===== config.mk =====
export PLATFORM = sky130hd
export DESIGN_NAME = weighted_pair_merge_select
export DESIGN_NICKNAME = d
export VERILOG_FILES = /design/src/rtl/core/wpms_pkg.sv /design/src/rtl/core/wpms_front.sv /design/src/rtl/core/wpms_fifo.sv /design/src/rtl/core/wpms_back.sv /design/src/rtl/core/weighted_pair_merge_select.sv
export SDC_FILE = /design/constraint.sdc
export NUM_CORES = 2
export LEC_CHECK = 0
export ABC_AREA = 1
export BUFFER_PORTS_ARGS = -buffer_cell sky130_fd_sc_hd__buf_2
export CORE_UTILIZATION = 55
export CTS_CLUSTER_SIZE = 25
export DETAILED_ROUTE_END_ITERATION = 12
export PLACE_DENSITY = 0.81
export SLEW_MARGIN = 10
export SYNTH_ARGS = -nofsm -noshare
export SYNTH_HDL_FRONTEND = slang
export SYNTH_SLANG_ARGS = --single-unit

===== constraint.sdc =====
create_clock -name clk_i -period 11.1 [get_ports clk_i]
set_input_delay 1.11 -clock clk_i [delete_from_list [all_inputs] [get_ports clk_i]]
set_output_delay 1.11 -clock clk_i [all_outputs]
set_load 0.005 [all_outputs]

===== src/rtl/core/wpms_pkg.sv =====
// wpms_pkg: shared types, codes and binary32 helpers for the weighted pair merge/select block.
// Used by wpms_front, wpms_fifo, wpms_back and the top level. No dependencies.
package wpms_pkg;

  localparam int unsigned WpmsQueueDepth = 2;

  localparam logic [31:0] RandomTop = 32'h3f7f_ffff;  // 0.99999994f
  localparam logic [31:0] PosInf    = 32'h7f80_0000;
  localparam logic [31:0] U32All    = 32'hffff_ffff;

  typedef enum logic [1:0] {
    SEL_FIRST  = 2'd0,
    SEL_SECOND = 2'd1,
    SEL_NONE   = 2'd2
  } sel_e;

  typedef enum logic [1:0] {
    STAT_INVALID  = 2'd0,
    STAT_VALID_Z  = 2'd1,
    STAT_VALID_P  = 2'd2,
    STAT_RESERVED = 2'd3
  } status_e;

  typedef enum logic [3:0] {
    ST_IDLE,
    ST_DIV,
    ST_MUL,
    ST_ALIGN,
    ST_NORM,
    ST_SUBN,
    ST_PACK,
    ST_DONE,
    ST_EMIT
  } back_state_e;

  typedef enum logic [2:0] {
    OP_UCW,
    OP_P1,
    OP_P2,
    OP_MASS,
    OP_SUM,
    OP_SCALE
  } op_e;

  // One classified proposal as it travels from front to back.
  typedef struct packed {
    logic        slot;
    logic        pre_valid;   // status and operand checks passed
    logic [31:0] conf;
    logic [31:0] w;
    logic [31:0] src;
    logic [31:0] tgt;
    logic [31:0] jac;
    logic [31:0] mis;
    logic [31:0] rnd;         // random already clamped to [0, RandomTop]
  } wpms_item_t;

  // Significand with hidden bit (subnormals and zero have none).
  function automatic logic [23:0] fp_sig(input logic [31:0] f);
    fp_sig = {(f[30:23] != 8'd0), f[22:0]};
  endfunction

  // Effective exponent field: subnormals use 1.
  function automatic logic [7:0] fp_exp(input logic [31:0] f);
    fp_exp = (f[30:23] == 8'd0) ? 8'd1 : f[30:23];
  endfunction

  function automatic logic fp_finite(input logic [31:0] f);
    fp_finite = (f[30:23] != 8'hff);
  endfunction

  function automatic logic fp_finite_nonneg(input logic [31:0] f);
    fp_finite_nonneg = fp_finite(f) && (!f[31] || (f[30:0] == 31'd0));
  endfunction

  function automatic logic fp_finite_pos(input logic [31:0] f);
    fp_finite_pos = fp_finite(f) && !f[31] && (f[30:0] != 31'd0);
  endfunction

  function automatic logic [31:0] sat_add32(input logic [31:0] x, input logic [31:0] y);
    logic [32:0] s;
    s = {1'b0, x} + {1'b0, y};
    sat_add32 = s[32] ? U32All : s[31:0];
  endfunction

endpackage


===== src/rtl/core/wpms_front.sv =====
// wpms_front: classifies one incoming proposal (status, finiteness, signs) and clamps the random.
// Depends on wpms_pkg.
module wpms_front (
  input  logic                 pair_slot_i,
  input  logic [1:0]           status_i,
  input  logic [31:0]          confidence_i,
  input  logic [31:0]          scaled_weight_i,
  input  logic [31:0]          source_target_i,
  input  logic [31:0]          target_target_i,
  input  logic [31:0]          jacobian_i,
  input  logic [31:0]          mis_weight_i,
  input  logic [31:0]          winner_random_i,
  output wpms_pkg::wpms_item_t item_o
);
  import wpms_pkg::*;

  logic st_ok, ops_ok, tgt_ok, tgt_zero;
  logic r_nan;

  always_comb begin
    tgt_zero = (target_target_i[30:0] == 31'd0);
    st_ok    = (status_i == STAT_VALID_Z) || (status_i == STAT_VALID_P);
    ops_ok   = fp_finite_nonneg(scaled_weight_i) && fp_finite_pos(source_target_i) &&
               fp_finite_nonneg(target_target_i) && fp_finite_pos(jacobian_i) &&
               fp_finite_nonneg(mis_weight_i);
    tgt_ok   = (status_i == STAT_VALID_Z) ? tgt_zero : !tgt_zero;
    r_nan    = (winner_random_i[30:23] == 8'hff) && (winner_random_i[22:0] != 23'd0);

    item_o.slot      = pair_slot_i;
    item_o.pre_valid = st_ok && ops_ok && tgt_ok;
    item_o.conf      = confidence_i;
    item_o.w         = scaled_weight_i;
    item_o.src       = source_target_i;
    item_o.tgt       = target_target_i;
    item_o.jac       = jacobian_i;
    item_o.mis       = mis_weight_i;
    // NaN and negatives (incl. -0) read as zero; anything above the top clamps down
    if (r_nan || winner_random_i[31]) begin
      item_o.rnd = 32'd0;
    end else if (winner_random_i > RandomTop) begin
      item_o.rnd = RandomTop;
    end else begin
      item_o.rnd = winner_random_i;
    end
  end

endmodule


===== src/rtl/core/wpms_fifo.sv =====
// wpms_fifo: short register queue of classified proposals between front and back.
// Depends on wpms_pkg.
module wpms_fifo #(
  parameter int unsigned Depth = wpms_pkg::WpmsQueueDepth
) (
  input  logic                 clk_i,
  input  logic                 rst_ni,
  input  logic                 push_i,
  input  wpms_pkg::wpms_item_t push_item_i,
  output logic                 full_o,
  input  logic                 pop_i,
  output logic                 empty_o,
  output wpms_pkg::wpms_item_t head_o
);
  import wpms_pkg::*;

  localparam int unsigned IdxW = (Depth > 1) ? $clog2(Depth) : 1;
  localparam int unsigned CntW = $clog2(Depth + 1);

  wpms_item_t          mem_q [Depth];
  logic [IdxW-1:0]     wr_ptr_q, wr_ptr_d, rd_ptr_q, rd_ptr_d;
  logic [CntW-1:0]     count_q, count_d;
  logic                do_push, do_pop;

  assign full_o  = (count_q == CntW'(Depth));
  assign empty_o = (count_q == '0);
  assign head_o  = mem_q[rd_ptr_q];
  assign do_push = push_i && !full_o;
  assign do_pop  = pop_i && !empty_o;

  always_comb begin
    wr_ptr_d = wr_ptr_q;
    rd_ptr_d = rd_ptr_q;
    count_d  = count_q;
    if (do_push) begin
      wr_ptr_d = (wr_ptr_q == IdxW'(Depth - 1)) ? '0 : wr_ptr_q + IdxW'(1);
    end
    if (do_pop) begin
      rd_ptr_d = (rd_ptr_q == IdxW'(Depth - 1)) ? '0 : rd_ptr_q + IdxW'(1);
    end
    if (do_push && !do_pop) begin
      count_d = count_q + CntW'(1);
    end else if (do_pop && !do_push) begin
      count_d = count_q - CntW'(1);
    end
  end

  always_ff @(posedge clk_i or negedge rst_ni) begin
    if (!rst_ni) begin
      wr_ptr_q <= '0;
      rd_ptr_q <= '0;
      count_q  <= '0;
    end else begin
      wr_ptr_q <= wr_ptr_d;
      rd_ptr_q <= rd_ptr_d;
      count_q  <= count_d;
    end
  end

  always_ff @(posedge clk_i) begin
    if (do_push) begin
      mem_q[wr_ptr_q] <= push_item_i;
    end
  end

endmodule


===== src/rtl/core/wpms_back.sv =====
// wpms_back: sequencer with bit-serial divider, 24x24 multiplier, aligning adder and a
// shift-per-cycle normalize/round unit; holds the pair state and the output register.
// Depends on wpms_pkg.
module wpms_back (
  input  logic                 clk_i,
  input  logic                 rst_ni,
  input  logic                 empty_i,
  input  wpms_pkg::wpms_item_t head_i,
  output logic                 pop_o,
  output logic                 out_valid_o,
  input  logic                 out_stall_i,
  output logic [31:0]          total_mass_o,
  output logic [1:0]           selected_o,
  output logic [31:0]          out_confidence_o,
  output logic [1:0]           valid_mask_o
);
  import wpms_pkg::*;

  localparam int unsigned DivW = 74;   // 24-bit significand followed by 50 zero bits
  localparam int unsigned AddW = 27;   // significand plus 3 guard bits

  back_state_e state_q, state_d;
  op_e         op_q, op_d;
  wpms_item_t  item_q, item_d;

  logic [31:0] ucw_q, ucw_d, opa_q, opa_d, opb_q, opb_d;
  logic [DivW-1:0] dv_q, dv_d;
  logic [23:0] rem_q, rem_d;
  logic [6:0]  cnt_q, cnt_d;

  logic [DivW-1:0]    rs_q, rs_d;
  logic signed [10:0] re_q, re_d;
  logic        rst_q, rst_d, rsg_q, rsg_d;

  logic [AddW-1:0] aa_q, aa_d, ab_q, ab_d;
  logic [7:0]  ae_q, ae_d, be_q, be_d;
  logic        jam_q, jam_d;

  logic [31:0] mass_q, mass_d, cconf_q, cconf_d;
  logic        cval_q, cval_d;
  logic [31:0] held_mass_q, held_mass_d, held_conf_q, held_conf_d;
  logic        held_val_q, held_val_d;
  logic [31:0] total_q, total_d;
  logic [1:0]  sel_q, sel_d;

  logic        out_valid_q, out_valid_d;
  logic [31:0] out_total_q, out_total_d, out_conf_q, out_conf_d;
  logic [1:0]  out_sel_q, out_sel_d, out_mask_q, out_mask_d;

  // divider step
  logic [24:0] div_r2;
  logic        div_ge;
  logic [24:0] div_diff;
  // multiplier
  logic [47:0] prod;
  // pack
  logic [23:0] keep;
  logic        round_up, ovf, big;
  logic signed [10:0] fexp;
  logic [30:0] sum31;
  logic [31:0] res;
  // adder setup
  logic [7:0]  eh, em;
  logic [AddW:0] add_sum;

  assign out_valid_o      = out_valid_q;
  assign total_mass_o     = out_total_q;
  assign selected_o       = out_sel_q;
  assign out_confidence_o = out_conf_q;
  assign valid_mask_o     = out_mask_q;

  always_comb begin
    div_r2   = {rem_q, dv_q[DivW-1]};
    div_ge   = (div_r2 >= {1'b0, fp_sig(item_q.src)});
    div_diff = div_r2 - {1'b0, fp_sig(item_q.src)};
    prod     = fp_sig(opa_q) * fp_sig(opb_q);

    keep     = rs_q[24:1];
    round_up = rs_q[0] && (rst_q || keep[0]);
    fexp     = re_q + 11'sd151;
    big      = keep[23] && (fexp >= 11'sd255);
    sum31    = {(keep[23] ? fexp[7:0] : 8'd0), keep[22:0]} + 31'(round_up);
    ovf      = big || (sum31[30:23] == 8'hff);
    res      = ovf ? PosInf : {rsg_q, sum31};

    eh       = fp_exp(held_mass_q);
    em       = fp_exp(mass_q);
    add_sum  = {1'b0, aa_q} + {1'b0, ab_q[AddW-1:1], ab_q[0] | jam_q};
  end

  always_comb begin
    state_d = state_q;   op_d = op_q;       item_d = item_q;
    ucw_d = ucw_q;       opa_d = opa_q;     opb_d = opb_q;
    dv_d = dv_q;         rem_d = rem_q;     cnt_d = cnt_q;
    rs_d = rs_q;         re_d = re_q;       rst_d = rst_q;    rsg_d = rsg_q;
    aa_d = aa_q;         ab_d = ab_q;       ae_d = ae_q;      be_d = be_q;   jam_d = jam_q;
    mass_d = mass_q;     cconf_d = cconf_q; cval_d = cval_q;
    held_mass_d = held_mass_q; held_conf_d = held_conf_q; held_val_d = held_val_q;
    total_d = total_q;   sel_d = sel_q;
    out_total_d = out_total_q; out_conf_d = out_conf_q;
    out_sel_d = out_sel_q;     out_mask_d = out_mask_q;
    out_valid_d = out_valid_q && out_stall_i;
    pop_o = 1'b0;

    unique case (state_q)
      ST_IDLE: begin
        if (!empty_i) begin
          pop_o  = 1'b1;
          item_d = head_i;
          if (!head_i.pre_valid) begin
            mass_d = 32'd0; cconf_d = 32'd0; cval_d = 1'b0;
            state_d = ST_DONE;
          end else begin
            dv_d  = {fp_sig(head_i.w), 50'd0};
            rem_d = '0;
            cnt_d = '0;
            re_d  = 11'(fp_exp(head_i.w)) - 11'(fp_exp(head_i.src)) - 11'sd50;
            rsg_d = head_i.w[31] ^ head_i.src[31];
            op_d  = OP_UCW;
            state_d = ST_DIV;
          end
        end
      end
      ST_DIV: begin
        rem_d = div_ge ? div_diff[23:0] : div_r2[23:0];
        dv_d  = {dv_q[DivW-2:0], div_ge};
        cnt_d = cnt_q + 7'd1;
        if (cnt_q == 7'(DivW - 1)) begin
          rs_d  = {dv_q[DivW-2:0], div_ge};
          rst_d = (rem_d != 24'd0);
          state_d = ST_NORM;
        end
      end
      ST_MUL: begin
        rs_d  = DivW'(prod);
        re_d  = 11'(fp_exp(opa_q)) + 11'(fp_exp(opb_q)) - 11'sd300;
        rst_d = 1'b0;
        rsg_d = opa_q[31] ^ opb_q[31];
        state_d = ST_NORM;
      end
      ST_ALIGN: begin
        if (be_q < ae_q) begin
          if (ab_q == '0) begin
            be_d = ae_q;
          end else begin
            ab_d  = ab_q >> 1;
            jam_d = jam_q | ab_q[0];
            be_d  = be_q + 8'd1;
          end
        end else begin
          rs_d  = DivW'(add_sum);
          re_d  = 11'(ae_q) - 11'sd153;
          rst_d = 1'b0;
          state_d = ST_NORM;
        end
      end
      ST_NORM: begin
        if (rs_q[DivW-1:25] != '0) begin
          rs_d  = rs_q >> 1;
          rst_d = rst_q | rs_q[0];
          re_d  = re_q + 11'sd1;
        end else if (!rs_q[24] && (rs_q != '0)) begin
          rs_d = rs_q << 1;
          re_d = re_q - 11'sd1;
        end else begin
          state_d = ST_SUBN;
        end
      end
      ST_SUBN: begin
        // below the normal range: shift into subnormal position
        if ((re_q < -11'sd150) && (rs_q != '0)) begin
          rs_d  = rs_q >> 1;
          rst_d = rst_q | rs_q[0];
          re_d  = re_q + 11'sd1;
        end else begin
          state_d = ST_PACK;
        end
      end
      ST_PACK: begin
        unique case (op_q)
          OP_UCW, OP_P1, OP_P2, OP_MASS: begin
            if (ovf) begin
              mass_d = 32'd0; cconf_d = 32'd0; cval_d = 1'b0;
              state_d = ST_DONE;
            end else if (op_q == OP_MASS) begin
              mass_d = res; cconf_d = item_q.conf; cval_d = 1'b1;
              state_d = ST_DONE;
            end else begin
              state_d = ST_MUL;
              if (op_q == OP_UCW) begin
                ucw_d = res; opa_d = item_q.mis; opb_d = item_q.tgt; op_d = OP_P1;
              end else if (op_q == OP_P1) begin
                opa_d = res; opb_d = ucw_q; op_d = OP_P2;
              end else begin
                opa_d = res; opb_d = item_q.jac; op_d = OP_MASS;
              end
            end
          end
          OP_SUM: begin
            total_d = res;
            if (ovf || (res[30:0] == 31'd0)) begin
              sel_d = SEL_NONE;
              state_d = ST_EMIT;
            end else begin
              opa_d = item_q.rnd; opb_d = res; op_d = OP_SCALE;
              state_d = ST_MUL;
            end
          end
          OP_SCALE: begin
            sel_d = (res[30:0] < held_mass_q[30:0]) ? SEL_FIRST : SEL_SECOND;
            state_d = ST_EMIT;
          end
          default: state_d = ST_IDLE;
        endcase
      end
      ST_DONE: begin
        if (!item_q.slot) begin
          held_mass_d = mass_q; held_conf_d = cconf_q; held_val_d = cval_q;
          state_d = ST_IDLE;
        end else begin
          // larger exponent goes to the A side, the other aligns down
          if (eh >= em) begin
            aa_d = {fp_sig(held_mass_q), 3'b000}; ae_d = eh;
            ab_d = {fp_sig(mass_q), 3'b000};      be_d = em;
          end else begin
            aa_d = {fp_sig(mass_q), 3'b000};      ae_d = em;
            ab_d = {fp_sig(held_mass_q), 3'b000}; be_d = eh;
          end
          jam_d = 1'b0;
          rsg_d = held_mass_q[31] & mass_q[31];
          op_d  = OP_SUM;
          state_d = ST_ALIGN;
        end
      end
      ST_EMIT: begin
        if (!out_valid_q || !out_stall_i) begin
          out_valid_d = 1'b1;
          out_total_d = total_q;
          out_sel_d   = sel_q;
          out_conf_d  = sat_add32(held_conf_q, cconf_q);
          out_mask_d  = {cval_q, held_val_q};
          state_d = ST_IDLE;
        end
      end
      default: state_d = ST_IDLE;
    endcase
  end

  always_ff @(posedge clk_i or negedge rst_ni) begin
    if (!rst_ni) begin
      state_q     <= ST_IDLE;
      out_valid_q <= 1'b0;
      held_mass_q <= 32'd0;
      held_conf_q <= 32'd0;
      held_val_q  <= 1'b0;
    end else begin
      state_q     <= state_d;
      out_valid_q <= out_valid_d;
      held_mass_q <= held_mass_d;
      held_conf_q <= held_conf_d;
      held_val_q  <= held_val_d;
    end
  end

  always_ff @(posedge clk_i) begin
    op_q <= op_d;       item_q <= item_d;
    ucw_q <= ucw_d;     opa_q <= opa_d;     opb_q <= opb_d;
    dv_q <= dv_d;       rem_q <= rem_d;     cnt_q <= cnt_d;
    rs_q <= rs_d;       re_q <= re_d;       rst_q <= rst_d;    rsg_q <= rsg_d;
    aa_q <= aa_d;       ab_q <= ab_d;       ae_q <= ae_d;      be_q <= be_d;   jam_q <= jam_d;
    mass_q <= mass_d;   cconf_q <= cconf_d; cval_q <= cval_d;
    total_q <= total_d; sel_q <= sel_d;
    out_total_q <= out_total_d; out_conf_q <= out_conf_d;
    out_sel_q <= out_sel_d;     out_mask_q <= out_mask_d;
  end

endmodule


===== src/rtl/core/weighted_pair_merge_select.sv =====
// weighted_pair_merge_select: pairs binary32 sample proposals and picks a weighted winner.
// The back end takes one proposal at a time; a completing one adds alignment, sum and scale,
//   and subnormal operands lengthen the work. The bit-serial divider and the one-bit-per-cycle
//   normalize/round unit dominate the time. The front keeps taking items until the queue fills.
//   Reset (async, active low) clears the held proposal to +0/invalid.
module weighted_pair_merge_select #(
  parameter int unsigned QueueDepth = wpms_pkg::WpmsQueueDepth
) (
  input  logic        clk_i,
  input  logic        rst_ni,
  input  logic        in_valid_i,
  output logic        in_stall_o,
  input  logic        pair_slot_i,
  input  logic [1:0]  status_i,
  input  logic [31:0] confidence_i,
  input  logic [31:0] scaled_weight_i,
  input  logic [31:0] source_target_i,
  input  logic [31:0] target_target_i,
  input  logic [31:0] jacobian_i,
  input  logic [31:0] mis_weight_i,
  input  logic [31:0] winner_random_i,
  output logic        out_valid_o,
  input  logic        out_stall_i,
  output logic [31:0] total_mass_o,
  output logic [1:0]  selected_o,
  output logic [31:0] out_confidence_o,
  output logic [1:0]  valid_mask_o
);
  import wpms_pkg::*;

  wpms_item_t front_item, head_item;
  logic       q_full, q_empty, q_pop;

  // Front: classification only; a transfer lands directly in the queue.
  wpms_front u_front (
    .pair_slot_i     (pair_slot_i),
    .status_i        (status_i),
    .confidence_i    (confidence_i),
    .scaled_weight_i (scaled_weight_i),
    .source_target_i (source_target_i),
    .target_target_i (target_target_i),
    .jacobian_i      (jacobian_i),
    .mis_weight_i    (mis_weight_i),
    .winner_random_i (winner_random_i),
    .item_o          (front_item)
  );

  // Input stalls only when the queue is full.
  assign in_stall_o = q_full;

  wpms_fifo #(
    .Depth (QueueDepth)
  ) u_fifo (
    .clk_i       (clk_i),
    .rst_ni      (rst_ni),
    .push_i      (in_valid_i),
    .push_item_i (front_item),
    .full_o      (q_full),
    .pop_i       (q_pop),
    .empty_o     (q_empty),
    .head_o      (head_item)
  );

  // Back: mass mapping, pair merge and winner pick, with its own output register.
  wpms_back u_back (
    .clk_i            (clk_i),
    .rst_ni           (rst_ni),
    .empty_i          (q_empty),
    .head_i           (head_item),
    .pop_o            (q_pop),
    .out_valid_o      (out_valid_o),
    .out_stall_i      (out_stall_i),
    .total_mass_o     (total_mass_o),
    .selected_o       (selected_o),
    .out_confidence_o (out_confidence_o),
    .valid_mask_o     (valid_mask_o)
  );

endmodule


# --- Word level (Yosys, flattened, before mapping) ---
# Memory sizes are Yosys's and may differ from the RTL's.
# Cells that the tools add are included.
# W data, S select, Z words.
word_totals:
  word_cells: 348
  ramBits: 452
  output_inout_bits: 70
  reg_bits: 795
  latch_bits: 0
  memories: 1
  input_bits: 231
  rom_bits: 0
classes:
  n_mux: 123
  div_mod_pow: 0
  n_mul: 1
  eq_ne: 49
  bitwise: 9
  n_addsub: 18
  reduce_logical: 100
  n_lt_le_gt_ge: 7
  n_shift: 0
mem_list:
  columns: ["name", "depth", "width", "read_ports", "rd_clocked_by_memory_dff", "wr", "line_no", "rtl"]
  rows:
  - ["u_fifo.mem_q", 2, 226, 1, 0, 1, "wpms_fifo.sv:20", "wpms_item_t mem_q [Depth];"]
ops:
  columns: ["cell", "count"]
  rows:
  - ["$mux W32", 20]
  - ["$mux W74", 7]
  - ["$pmux W74 S5", 1]
  - ["$pmux W32 S2", 4]
  - ["$pmux W74 S2", 1]
  - ["$mux W27", 5]
  - ["$logic_not A31 Y1", 4]
  - ["$mux W8", 12]
  - ["$reduce_bool A74 Y1", 1]
  - ["$mux W24", 3]
  - ["$mux W11", 6]
  - ["$reduce_bool A31 Y1", 2]
  - ["$pmux W11 S5", 1]
  - ["$pmux W27 S2", 1]
  - ["$reduce_bool A49 Y1", 1]
  - ["$logic_not A8 Y1", 6]
  - ["$mul A24 B24 Y48", 1]
  - ["$pmux W24 S2", 1]
  - ["$reduce_bool A8 Y1", 6]
  - ["$ne A8 B8 Y1 const B", 5]
  - ["$mux W4", 9]
  - ["$pmux W4 S9", 1]
  - ["$add A32 B32 Y33", 1]
  - ["$gt A32 B30 Y1 const B", 1]
  - ["75 further kinds", 207]

# --- Longest topological paths before layout ---
logic_depth:
  depth_word: 11
  mapped_depth: 33
  depth_no_buf: 32

# --- By module ---
# From an unflattened synthesis, not the netlist that was laid out.
unflattened:
  hier_cells: 8197
  hier_area_um2: 77853.4
by_module_without_submodules:
  columns: ["module", "seq_area_each_um2", "instances", "cells_each", "area_per_inst_um2"]
  rows:
  - ["wpms_back", 23312.4, 1, 6465, 58444.8]
  - ["wpms_fifo", 13673.1, 1, 1212, 16625.9]
  - ["wpms_front", 0.0, 1, 520, 2782.7]

# --- Worst setup path before layout ---
# Ideal clock, no wire load.
synth_path:
  path_type: "reg-to-reg"
  start: "reg u_back.state_q[0]"
  end: "reg u_fifo.count_q[1]"
  synth_period_minus_slack_ns: 11.592
  setup_time_ns: 0.123
  slack_ns: -0.492
  arrival_time_ns: 11.468
  stages_incl_launch_ff: 11
  path_buffers: 0
  required_ns: 10.977
  path_cell_list: "dfrtp_1 nor2_1 inv_1 nor2_1 inv_1 a21oi_1 inv_1 ha_1 nor2_1 nand2_1 xor2_1"
synth_between:
  elab_chain_len: 6
  word_cells_on_any_way: 8
  classes_between: "mux: 2; reduce/logical: 6"
synth_rtl:
  columns: ["item", "line_no", "rtl"]
  rows:
  - ["start, declared", "wpms_back.sv:22", "back_state_e state_q, state_d;"]
  - ["start signal, assigned", "wpms_back.sv:257", "state_q <= state_d;"]
  - ["$logic_not A4 Y1 (*)", "wpms_back.sv:105", "unique case (state_q)"]
  - ["$mux W1 (*)", "wpms_back.sv:105", null]
  - ["via q_pop", "weighted_pair_merge_select.sv:32", "logic q_full, q_empty, q_pop;"]
  - ["$logic_and A1 B1 Y1 (*)", "wpms_fifo.sv:29", "assign do_pop = pop_i && !empty_o;"]
  - ["$logic_not A1 Y1", "wpms_fifo.sv:41", "if (do_push && !do_pop) begin"]
  - ["$logic_and A1 B1 Y1", "wpms_fifo.sv:41", null]
  - ["$mux W2 / $reduce_bool A2 Y1 (equally long branches)", null, null]
  - ["end signal, assigned", "wpms_fifo.sv:56", "count_q <= count_d;"]
  - ["end, declared", "wpms_fifo.sv:22", "logic [CntW-1:0] count_q, count_d;"]
# Mark *: on every way through the listed nets, which the timed path passes. The rest lies on a longest branch.
# A chain may end at the register's enable or synchronous reset.

# --- Final worst setup path ---
layout_path:
  start: "reg u_back.opb_q[24]"
  end: "reg u_back.rs_q[47] (data pin)"
layout_between:
  elab_chain_len: 3
layout_rtl:
  columns: ["item", "line_no", "rtl"]
  rows:
  - ["start, declared", "wpms_back.sv:26", "logic [31:0] ucw_q, ucw_d, opa_q, opa_d, opb_q, opb_d;"]
  - ["start signal, assigned", "wpms_back.sv:267", "ucw_q <= ucw_d; opa_q <= opa_d; opb_q <= opb_d;"]
  - ["$reduce_bool A8 Y1", "wpms_pkg.sv:60", "fp_sig = {(f[30:23] != 8'd0), f[22:0]};"]
  - ["$mul A24 B24 Y48", "wpms_back.sv:76", "prod = fp_sig(opa_q) * fp_sig(opb_q);"]
  - ["$pmux W74 S5", "wpms_back.sv:105", null]
  - ["via u_back.rs_d[47]", "wpms_back.sv:31", "logic [DivW-1:0] rs_q, rs_d;"]
  - ["end signal, assigned", "wpms_back.sv:269", "rs_q <= rs_d; re_q <= re_d; rst_q <= rst_d; rsg_q <= rsg_d;"]
  - ["end, declared", "wpms_back.sv:31", null]
# The timed path passes the listed nets, and every way through them passes these cells.

==> impl_metrics.py <==
metrics = {
    "status": {
        "run_status": "completed",
    },
    "grt": {
        "grt_overflow": 0,
        "grt.total_usage": 0.3069,
        "grt_max_degree": 152,
        "grt_antenna_before_repair": 8,
        "grt_pass1_wl_um": 325100,
        "grt_pass1_vias": 56980,
    },
    "timing": {
        "timing.setup.tns_ns": 0,
        "rsz0062_at_grt": "false",
        "slew_headroom": 0.1355,
        "clock_skew_ns": 0.08550,
        "finalSetupViolCount": 0,
        "fin_crit_sh": 0.7178,
        "hold_viol": 0,
        "max_freq_mhz": 125.5,
        "fin_crit_ns": 7.967,
        "drv_slew": 0,
        "max_slew.worst_pin.slew_ns": 1.283,
    },
    "floorplan": {
        "coreArea_sq_um": 135800,
        "die_x_um": 372.6,
        "std_cell_rows": 135,
        "die_h_um": 372.6,
        "die-area_sq_um": 138800,
        "start_util": 0.5562,
        "num_io_pins": 301,
    },
    "layout": {
        "n_fill_cell": 10770,
        "drive_gt1_frac": 0.08524,
        "syn2layout_area_growth_pct": 9.605,
        "nNetsFinal": 8960,
    },
    "synthesis": {
        "synth_area_leaders": "edfxtp_1 47%, fa_1 13%, nand2_1 10%, inv_1 6.6%, ha_1 5.4%",
        "yosys.area.top_type": "edfxtp_1",
        "synth.most_common_cell": "nand2_1",
        "yosysWarningCount": 0,
        "netlist_top_cells_count": "2005 x nand2_1, 1328 x inv_1, 1170 x edfxtp_1",
        "synthDistinctLibCells": 68,
        "syn_inst": 7714,
        "synth_edf_count": 1170,
        "synth_top_area_share": 0.4651,
        "synthFlopType": "edfxtp_1",
        "ys_ff_latch": 1244,
        "async_reset_ff_frac": 0.05949,
        "netlist_area_sq_um": 75540,
        "avgSynthCellArea_sq_um": 9.793,
        "seq_area_frac_synth": 0.4896,
    },
    "routing": {
        "vias": 56620,
        "via_per_inst": 5.780,
        "detail_route.wl_per_cell_um": 21.79,
        "drcViolationCount": 0,
        "dr.pass1.iters": 8,
        "drt_iter0_markers": 6424,
        "routed_wirelength_um": 213500,
        "ant_nets": 0,
    },
    "clock_network": {
        "cts_root_buf": "clkbuf_16",
        "cts.sinks": 1244,
        "postCtsHoldBufs": 0,
        "cts_buffers": 114,
        "post_cts_buffers": 0,
        "cts_resized": 0,
        "cts_buffer_depth": 3,
        "cts_max_level": 3,
        "cts_tree": "built",
        "clkLatencyLatePin_ns": 0.82,
        "cts.clk_slew.worst_paths_ns": 0.06,
    },
    "worst_setup_path": {
        "critPathMaxFanout": 15,
        "setup.worst_path.class": "register to register",
        "cp-start-kind": "register",
        "cp_data_required_time_ns": 11.61,
        "worstSetupEndpointType": "register",
        "worstPathArrival_ns": 8.47,
    },
    "hold_path": {
        "worstHoldPathType": "input pin to asynchronous set/reset pin",
    },
    "placement": {
        "dpl.hpwl_um": 154100,
        "portBuffers": 300,
        "place_congestion": 0.9881,
    },
    "run": {
        "max_cap_violations": 0,
    },
}
==> flip-flops by register name, indices dropped and copies added, names as in the netlist, 32 cells and up <==
signal and count:
u_back.held_conf_q 32, u_back.total_q 32, u_back.item_q 192, u_back.rs_q 74, u_fifo.mem_q 452, u_back.opb_q 32
u_back.mass_q 32, u_back.total_mass_o 32, u_back.ucw_q 32, u_back.cconf_q 32, u_back.dv_q 74, u_back.opa_q 32
u_back.out_confidence_o 32, u_back.held_mass_q 32
==> final timing paths <==
path / from / end / slack (ns) / cells after the start
min: rst_ni / u_back.held_val_q / 0.24 / 1
max reg2reg: u_back.opb_q[24] / u_back.rs_q[47] / 3.13 / 27
max: u_back.opb_q[24] / u_back.rs_q[47] / 3.13 / 27
min reg2reg: u_back.total_q[10] / u_back.total_mass_o[10] / 0.40 / 0
min in group clk_i: u_back.total_q[10] / u_back.total_mass_o[10] / 0.40 / 0
max in group asynchronous: rst_ni / u_fifo.rd_ptr_q / 9.59 / 2
==> final cells by class <==
cell class                      count  area, sq um  area share
Sequential cell                  1244        36990      0.4467
Multi-Input combinational cell   4821        32490      0.3924
Inverter                         1345         5057     0.06108
Clock buffer                      142         3028     0.03657
Tap cell                         1781         2228     0.02691
Timing Repair Buffer              390         2205     0.02663
Clock inverter                     71        789.5    0.009535
Antenna cell                        3        7.507  0.00009067
==> worst max-delay path, stage by stage, from the launching register on <==
cell and delay, ns:
edfxtp_1 0.45, or4_1 0.60, nor2_1 0.11, buf_4 0.25, inv_1 0.34, nand2_1 0.18, fa_1 0.47, fa_1 0.47
fa_1 0.50, inv_1 0.05, fa_1 0.47, inv_1 0.09, fa_1 0.50, inv_1 0.05, fa_1 0.44, ha_1 0.30
ha_1 0.42, nand2_1 0.15, nor2_1 0.24, inv_1 0.13, nor4b_1 0.59, nand3_1 0.21, nand3_1 0.24, nand3_1 0.09
nand2_1 0.10, nand2_1 0.06, nand3_1 0.11, a22oi_1 0.07
==> kinds of logic after synthesis <==
| logic type | after synthesis | synth area share |
|---|---|---|
| mux | 8 | 0.001060 |
| buf+inv | 1652 | 0.08250 |
| other cells | 1 | 0.00004964 |
| fa+ha+maj | 813 | 0.1831 |
| flops | 1244 | 0.4896 |
| xor+xnor | 113 | 0.01310 |
| compound gates | 923 | 0.06950 |
| simple gates | 2960 | 0.1611 |
==> layout by cell type (no fill, tap or decap), types with 8 or more instances in the layout <==
| cell type | count |
|---|---|
| clkinv_1 | 30 |
| xnor2_1 | 31 |
| nor2_1 | 460 |
| inv_2 | 9 |
| nor3_1 | 59 |
| a21oi_1 | 288 |
| o21ai_0 | 390 |
| ha_1 | 326 |
| nor4_1 | 64 |
| a31oi_1 | 58 |
| edfxtp_1 | 1170 |
| a22oi_1 | 12 |
| nor2_2 | 13 |
| dfrtp_1 | 73 |
| o221ai_1 | 10 |
| buf_4 | 89 |
| o211ai_1 | 45 |
| clkbuf_1 | 21 |
| a21boi_0 | 13 |
| a32oi_1 | 11 |
| clkbuf_16 | 114 |
| a221oi_1 | 25 |
| buf_2 | 299 |
| bufinv_16 | 10 |
| or2_2 | 40 |
| nand2_2 | 13 |
| clkinv_2 | 20 |
| fa_1 | 487 |
| o21a_1 | 14 |
| or4_1 | 8 |
| nand4_1 | 67 |
| nand3_1 | 178 |
| a211oi_1 | 8 |
| mux2i_1 | 8 |
| inv_1 | 1326 |
| o21bai_1 | 12 |
| nor2_4 | 17 |
| nand2_1 | 2005 |
| xor2_1 | 82 |
==> routing by layer <==
layer | share of wire | GRT usage
met5 | 0 | 0
met4 | 0.063 | 0.1768
met3 | 0.095 | 0.05276
met2 | 0.47 | 0.4992
met1 | 0.37 | 0.3888
==> through the flow <==
| step | std cells | utilization | area [sq um] | setup WS [ns] | hold WS, ns |
|---|---|---|---|---|---|
| finish | 9797 | 0.6097 | 82800 | 3.133 | 0.2354 |
| global route | 9796 | 0.6097 | 82790 | 2.773 | 0.2081 |
| CTS | 9794 | 0.6096 | 82790 | 3.179 | 0.1910 |
| detailed placement | 9581 | 0.5815 | 78970 | 3.247 | 0.4045 |
| global placement | 9581 | 0.5815 | 78970 | 3.249 | 0.4018 |
| floorplan | 7717 | - | 75560 | 2.034 | 0.4003 |
Power is not shown: default switching activity piles up to over one toggle a cycle in this logic, so the estimate is an artifact.
